<file path="src/rtl/core/cdus_pkg.sv">
// Shared types and constants for the civil date to Unix seconds core.
// Used by cdus_days and civil_date_to_unix_seconds_core; depends on nothing.
package cdus_pkg;

    localparam int YEAR_W   = 14;
    localparam int MONTH_W  = 4;
    localparam int DAY_W    = 5;
    localparam int HOUR_W   = 5;
    localparam int MINUTE_W = 6;
    localparam int SECOND_W = 6;
    localparam int SECS_W   = 32;

    localparam int YADJ_W = 15;
    localparam int DOY_W  = 9;
    localparam int TOD_W  = 17;
    localparam int DAYS_W = 25;
    localparam int WIDE_W = 45;

    localparam logic [YEAR_W-1:0] MIN_YEAR_RESET = 14'd2020;
    localparam logic [YADJ_W-1:0] YEAR_BIAS      = 15'd400;
    localparam logic [8:0]        DAYS_PER_YEAR  = 9'd365;
    localparam logic [15:0]       RECIP_25       = 16'd41944;
    localparam int                RECIP_SHIFT    = 20;
    localparam logic [23:0]       EPOCH_OFFSET   = 24'd865566;
    localparam logic [16:0]       DAY_SECONDS    = 17'd86400;

    typedef struct packed {
        logic s2_load;
        logic s3_load;
    } stage_en_t;

    function automatic logic [DOY_W-1:0] month_base(input logic [MONTH_W-1:0] month);
        logic [DOY_W-1:0] base;
        case (month)
            4'd0:    base = 9'd275;
            4'd1:    base = 9'd306;
            4'd2:    base = 9'd337;
            4'd3:    base = 9'd0;
            4'd4:    base = 9'd31;
            4'd5:    base = 9'd61;
            4'd6:    base = 9'd92;
            4'd7:    base = 9'd122;
            4'd8:    base = 9'd153;
            4'd9:    base = 9'd184;
            4'd10:   base = 9'd214;
            4'd11:   base = 9'd245;
            4'd12:   base = 9'd275;
            4'd13:   base = 9'd306;
            4'd14:   base = 9'd337;
            default: base = 9'd367;
        endcase
        return base;
    endfunction

endpackage

</file>
<file path="src/rtl/core/cdus_days.sv">
// Day count stages: Gregorian leap corrections and sum down to days since the epoch.
// Depends on cdus_pkg.
module cdus_days (
    input  logic                                 aclk,
    input  cdus_pkg::stage_en_t                  en,
    input  logic [cdus_pkg::YADJ_W-1:0]          y_adj,
    input  logic [cdus_pkg::DOY_W-1:0]           doy,
    output logic signed [cdus_pkg::DAYS_W-1:0]   days
);
    import cdus_pkg::*;

    logic [22:0]        y365_reg, y365_next;
    logic [12:0]        q4_reg, q4_next;
    logic [8:0]         c100_reg, c100_next;
    logic [6:0]         c400_reg, c400_next;
    logic [DOY_W-1:0]   doy_reg;
    logic [28:0]        prod100;
    logic [26:0]        prod400;
    logic [10:0]        q16;
    logic [23:0]        days_pos;
    logic signed [DAYS_W-1:0] days_reg, days_next;

    always_comb begin
        q4_next   = y_adj[YADJ_W-1:2];
        q16       = y_adj[YADJ_W-1:4];
        prod100   = 29'(q4_next) * 29'(RECIP_25);
        prod400   = 27'(q16) * 27'(RECIP_25);
        c100_next = prod100[28:RECIP_SHIFT];
        c400_next = prod400[26:RECIP_SHIFT];
        y365_next = 23'(y_adj) * 23'(DAYS_PER_YEAR);
    end

    always_ff @(posedge aclk) begin
        if (en.s2_load) begin
            y365_reg <= y365_next;
            q4_reg   <= q4_next;
            c100_reg <= c100_next;
            c400_reg <= c400_next;
            doy_reg  <= doy;
        end
    end

    always_comb begin
        days_pos  = 24'(y365_reg) + 24'(q4_reg) - 24'(c100_reg) + 24'(c400_reg) + 24'(doy_reg);
        days_next = $signed(DAYS_W'(days_pos)) - $signed(DAYS_W'(EPOCH_OFFSET));
    end

    always_ff @(posedge aclk) begin
        if (en.s3_load) begin
            days_reg <= days_next;
        end
    end

    assign days = days_reg;

endmodule

</file>
<file path="src/rtl/core/civil_date_to_unix_seconds_core.sv">
// Converts a Gregorian date and UTC time of day into 32-bit Unix seconds.
// Depends on cdus_pkg and cdus_days.
//
// The core is a five-stage pipeline that accepts one transaction per clock when the
// output is not held off. Stage boundaries sit after input decode, after the constant
// multiplies for the year terms, after the day sum, after the day-to-seconds multiply,
// and after the range check. Each stage stalls only when the one after it is full, so
// bubbles close up and new transactions are taken while a finished result waits. A
// result is zero when either ok flag is clear, when the year is below min_year (reset
// value 2020), or when the seconds fall outside 0 to 2^32-1. min_year is written
// through cfg_we and cfg_wdata and should only change while the pipeline is empty.
module civil_date_to_unix_seconds_core (
    input  logic                                aclk,
    input  logic                                aresetn,
    input  logic                                cfg_we,
    input  logic [cdus_pkg::YEAR_W-1:0]         cfg_wdata,
    input  logic                                s_valid,
    output logic                                s_ready,
    input  logic                                s_date_ok,
    input  logic                                s_time_ok,
    input  logic [cdus_pkg::YEAR_W-1:0]         s_year,
    input  logic [cdus_pkg::MONTH_W-1:0]        s_month,
    input  logic [cdus_pkg::DAY_W-1:0]          s_day,
    input  logic [cdus_pkg::HOUR_W-1:0]         s_hour,
    input  logic [cdus_pkg::MINUTE_W-1:0]       s_minute,
    input  logic [cdus_pkg::SECOND_W-1:0]       s_second,
    output logic                                m_valid,
    input  logic                                m_ready,
    output logic [cdus_pkg::SECS_W-1:0]         m_unix_seconds
);
    import cdus_pkg::*;

    logic [YEAR_W-1:0] min_year_reg;
    logic v1_reg, v2_reg, v3_reg, v4_reg, v5_reg;
    logic en1, en2, en3, en4, en5;
    stage_en_t en_days;

    logic [YADJ_W-1:0] y_adj_reg, y_adj_next;
    logic [DOY_W-1:0]  doy_reg, doy_next;
    logic [TOD_W-1:0]  tod1_reg, tod2_reg, tod3_reg, tod_next;
    logic              ok1_reg, ok2_reg, ok3_reg, ok4_reg, ok5_reg, ok_next;
    logic signed [DAYS_W-1:0] days;
    logic signed [WIDE_W-1:0] secs_reg, secs_next;
    logic [SECS_W-1:0] result_reg, result_next;

    assign en5 = !v5_reg || m_ready;
    assign en4 = !v4_reg || en5;
    assign en3 = !v3_reg || en4;
    assign en2 = !v2_reg || en3;
    assign en1 = !v1_reg || en2;
    assign s_ready = en1;

    always_ff @(posedge aclk) begin
        if (!aresetn) begin
            min_year_reg <= MIN_YEAR_RESET;
        end else if (cfg_we) begin
            min_year_reg <= cfg_wdata;
        end
    end

    always_ff @(posedge aclk) begin
        if (!aresetn) begin
            v1_reg <= 1'b0;
            v2_reg <= 1'b0;
            v3_reg <= 1'b0;
            v4_reg <= 1'b0;
            v5_reg <= 1'b0;
        end else begin
            if (en1) begin
                v1_reg <= s_valid;
            end
            if (en2) begin
                v2_reg <= v1_reg;
            end
            if (en3) begin
                v3_reg <= v2_reg;
            end
            if (en4) begin
                v4_reg <= v3_reg;
            end
            if (en5) begin
                v5_reg <= v4_reg;
            end
        end
    end

    // Years run from March, so January, February and month zero belong to the year before.
    always_comb begin
        y_adj_next = YADJ_W'(s_year) + YEAR_BIAS - YADJ_W'(s_month <= 4'd2);
        doy_next   = month_base(s_month) + DOY_W'(s_day);
        tod_next   = TOD_W'(s_hour) * TOD_W'(3600) + TOD_W'(s_minute) * TOD_W'(60)
                   + TOD_W'(s_second);
        ok_next    = s_date_ok && s_time_ok && (s_year >= min_year_reg);
    end

    always_ff @(posedge aclk) begin
        if (en1 && s_valid) begin
            y_adj_reg <= y_adj_next;
            doy_reg   <= doy_next;
            tod1_reg  <= tod_next;
            ok1_reg   <= ok_next;
        end
        if (en2 && v1_reg) begin
            tod2_reg <= tod1_reg;
            ok2_reg  <= ok1_reg;
        end
        if (en3 && v2_reg) begin
            tod3_reg <= tod2_reg;
            ok3_reg  <= ok2_reg;
        end
        if (en4 && v3_reg) begin
            secs_reg <= secs_next;
            ok4_reg  <= ok3_reg;
        end
        if (en5 && v4_reg) begin
            result_reg <= result_next;
            ok5_reg    <= ok4_reg;
        end
    end

    assign en_days.s2_load = en2 && v1_reg;
    assign en_days.s3_load = en3 && v2_reg;

    cdus_days u_days (
        .aclk  (aclk),
        .en    (en_days),
        .y_adj (y_adj_reg),
        .doy   (doy_reg),
        .days  (days)
    );

    always_comb begin
        secs_next = WIDE_W'(days) * $signed({1'b0, DAY_SECONDS})
                  + $signed({{(WIDE_W-TOD_W){1'b0}}, tod3_reg});
        if (ok4_reg && !secs_reg[WIDE_W-1] && (secs_reg[WIDE_W-2:SECS_W] == '0)) begin
            result_next = secs_reg[SECS_W-1:0];
        end else begin
            result_next = '0;
        end
    end

    assign m_valid        = v5_reg;
    assign m_unix_seconds = result_reg;

`ifndef SYNTHESIS
    a_reject_zero: assert property (@(posedge aclk) disable iff (!aresetn)
        (v4_reg && en5 && !ok4_reg) |=> (m_valid && m_unix_seconds == '0))
        else $error("rejected transaction produced a nonzero result");

    a_negative_zero: assert property (@(posedge aclk) disable iff (!aresetn)
        (v4_reg && en5 && secs_reg[WIDE_W-1]) |=> (m_valid && m_unix_seconds == '0))
        else $error("negative seconds produced a nonzero result");

    a_full_stall: assert property (@(posedge aclk) disable iff (!aresetn)
        (v1_reg && v2_reg && v3_reg && v4_reg && v5_reg && !m_ready) |-> !s_ready)
        else $error("full pipeline accepted a transaction while stalled");

    a_flag_flow: assert property (@(posedge aclk) disable iff (!aresetn)
        (v5_reg && !ok5_reg) |-> (m_unix_seconds == '0))
        else $error("output result disagrees with its rejection flag");
`endif

endmodule
</file>
<file path="config.mk">
export PLATFORM = sky130hd
export DESIGN_NAME = civil_date_to_unix_seconds_core
export DESIGN_NICKNAME = d
export VERILOG_FILES = /design/src/rtl/core/cdus_pkg.sv /design/src/rtl/core/cdus_days.sv /design/src/rtl/core/civil_date_to_unix_seconds_core.sv
export SDC_FILE = /design/constraint.sdc
export NUM_CORES = 1
export LEC_CHECK = 0
export BUFFER_PORTS_ARGS = -buffer_cell sky130_fd_sc_hd__buf_2
export CORE_MARGIN = 2
export CORE_UTILIZATION = 40
export DETAILED_ROUTE_END_ITERATION = 8
export MAX_ROUTING_LAYER = met4
export PLACE_DENSITY_LB_ADDON = 0.3
export SYNTH_ARGS = -nofsm -noshare
export SYNTH_HDL_FRONTEND = slang
export SYNTH_HIERARCHICAL = 1
export SYNTH_SLANG_ARGS = --single-unit
</file>
<file path="constraint.sdc">
create_clock -name aclk -period 9.2 [get_ports aclk]
set_clock_uncertainty 0.2 [all_clocks]
set_input_delay 0 -clock aclk [delete_from_list [all_inputs] [get_ports aclk]]
set_output_delay 0 -clock aclk [all_outputs]
set_load 0.005 [all_outputs]
</file>
==> metrics.cfg <==
[global_route]
antenna_found_initial = 2
gr-usage-met3 = 0.01936
gr-total-overflow = 0
grtUsageMet2 = 0.3056
grt_max_degree = 67
grt_pass1_wl_mm = 92.03
grt_usage = 0.1721
grt_busiest_layer = met2
grt_util_met1 = 0.2071
grt_pass1_vias = 18470

[routing]
drt_pass1_iterations = 7
antenna_left = 0
avgViaCountPerCell = 4.890
wl_per_cell_um = 15.55
drt-initial-drc-count = 730
via_count = 17410
wl_mm = 55.37
drcViolationCount = 0

[floorplanning]
row_count = 94
initial_core_util = 0.4039
chipHeight_um = 261.4
core_mm2 = 0.06563
io_pins = 95
dieArea_mm2 = 0.06834
die_w_um = 261.4

[setup_path]
critPathLaunch = y_adj_reg[9]
critPathArrivalTime_ns = 6.65
critical_path.startpoint_type = flip-flop
path_max_fanout = 9
r2r-start = y_adj_reg[9]
required_ns = 9.32
crit_path_end_kind = flip-flop
critical_path_class = reg2reg

[status]
status = complete, no violations

[hold_path]
hp-start = s_year[6]
hold_class = in2reg

[timing]
tightest_slew_ns = 0.9200
hold_violations = 0
slew_headroom = 0.3853
tns_ns = 0
fin_crit_sh = 0.7103
setup_violations = 0
holdWs_ns = 0.03316
slew_violations = 0
period_needed_ns = 6.535
rsz0062_at_grt = false
max_freq_mhz = 153.0

[clock_network]
numClockSinks = 260
postCtsSetupRepairBufs = 0
clock_path_buffers = 3
cts_resized = 0
ctsHoldBuffers = 108
clkTransAtPathRegs_ns = 0.07
clk_latency_ns = 0.57
numCtsBuffers = 29
cts_tree = done
cts_root_buf = clkbuf_16
htree_levels = 1

[yosys]
synthesis.nets = 3227
ys_warn_count = 6
async_flop_share = 0
synth_cells = 2456
netlist_area_mm2 = 0.02651
synth_area_per_cell_um2 = 10.79
synth_cell_types = 76
synth_edf_count = 241
yosysSeqAreaShare = 0.2874
synth_seq_cells = 260
synthFlopType = edfxtp_1

[final_layout]
fill_cells = 6041
final_common_cell = inv_1
largest_reg_flops = 44
mostFrequentLayoutCells = inv_1, ha_1, fa_1
drive_above_1_share = 0.06793
area_delta_synth_final_pct = 13.58
nets = 3442
finalCoreUtilization = 0.4587

[job]
maxCapViolCount = 0

[placement]
post-dp-hpwl_mm = 45.56
gp_congestion = 0.9223
io_buffers = 94

==> cells in the mapped netlist, types with 5 or more instances <==
cell type,count,area share
fa_1,250,0.19
or3_1,9,0.0021
ha_1,460,0.22
o21ai_1,11,0.0021
nor3b_1,5,0.0014
nor3_1,30,0.0057
edfxtp_1,241,0.27
xnor2_1,106,0.035
or2_2,5,0.0012
a211oi_1,11,0.0031
and3_1,9,0.0021
o21bai_1,20,0.0057
xor2_1,53,0.018
nand2b_1,14,0.0033
clkbuf_1,18,0.0025
nand2_1,84,0.012
mux2i_1,11,0.0042
nor2b_1,27,0.0064
nor4_1,7,0.0017
o31ai_1,8,0.0023
a21boi_0,5,0.0014
nand3_1,23,0.0043
and2_1,46,0.011
a31oi_1,9,0.0021
a21o_1,43,0.012
nor2_1,79,0.011
o21a_1,20,0.0057
nand4_1,14,0.0033
o211ai_1,27,0.0076
dfxtp_1,19,0.014
o21ai_0,55,0.010
a21oi_1,109,0.021
inv_1,551,0.078
==> layer usage <==
metal	vias up	wire length, um
met4	0	1487
met5	-	0
met1	8444	24630
met2	227	27710
met3	79	1545
li1	8657	-
==> cells by family after synthesis <==
group                      share of synthesized area
AOI/OAI and AO/OA                            0.09191
xor gates and xnor gates                     0.05376
adders and majority gates                     0.4059
buffers and inverters                        0.08124
DFF                                           0.2874
muxes                                       0.005004
and+or+nand+nor                              0.07477
==> metrics by stage <==
step	instance area, um2	setup WS (ns)	std cells
after detailed placement	28060	2.685	3396
after CTS	30100	2.675	3558
after global routing	30110	2.342	3560
after global placement	28060	2.829	3396
after floorplan	26510	1.838	2456
final	30110	2.665	3560
==> area by class of cell <==
type	count	area, um2	share of cell area
Multi-Input combinational cell	1623	16790	0.5577
Sequential cell	260	7617	0.2530
Inverter	551	2068	0.06870
Timing Repair Buffer	206	1582	0.05253
Tap cell	864	1081	0.03591
Clock buffer	33	750.7	0.02494
Clock inverter	21	212.7	0.007065
Antenna cell	2	5.005	0.0001662
==> path summary, 6_finish.rpt <==
check	end	slack, ns	depth (start not counted)
hold reg to reg	tod2_reg[4]	0.21	0
hold / removal	y_adj_reg[9]	0.03	5
setup reg to reg	u_days/c400_reg[6]	2.67	18
setup / recovery	u_days/c400_reg[6]	2.67	18
==> worst max-delay path, stage by stage (launching register included) <==
cell      delay [ns]
edfxtp_1        0.73
inv_1           0.24
fa_1            0.72
fa_1            0.49
fa_1            0.52
inv_1           0.05
fa_1            0.44
fa_1            0.41
ha_1            0.20
or4_1           0.49
a21oi_1         0.19
and3_1          0.17
o311ai_0        0.15
o211a_1         0.20
o31a_1          0.28
o21a_1          0.21
o21a_1          0.22
a21bo_2         0.23
xor2_1          0.14
Power is not shown: default switching activity piles up to over one toggle a cycle in this logic, so the estimate is an artifact.
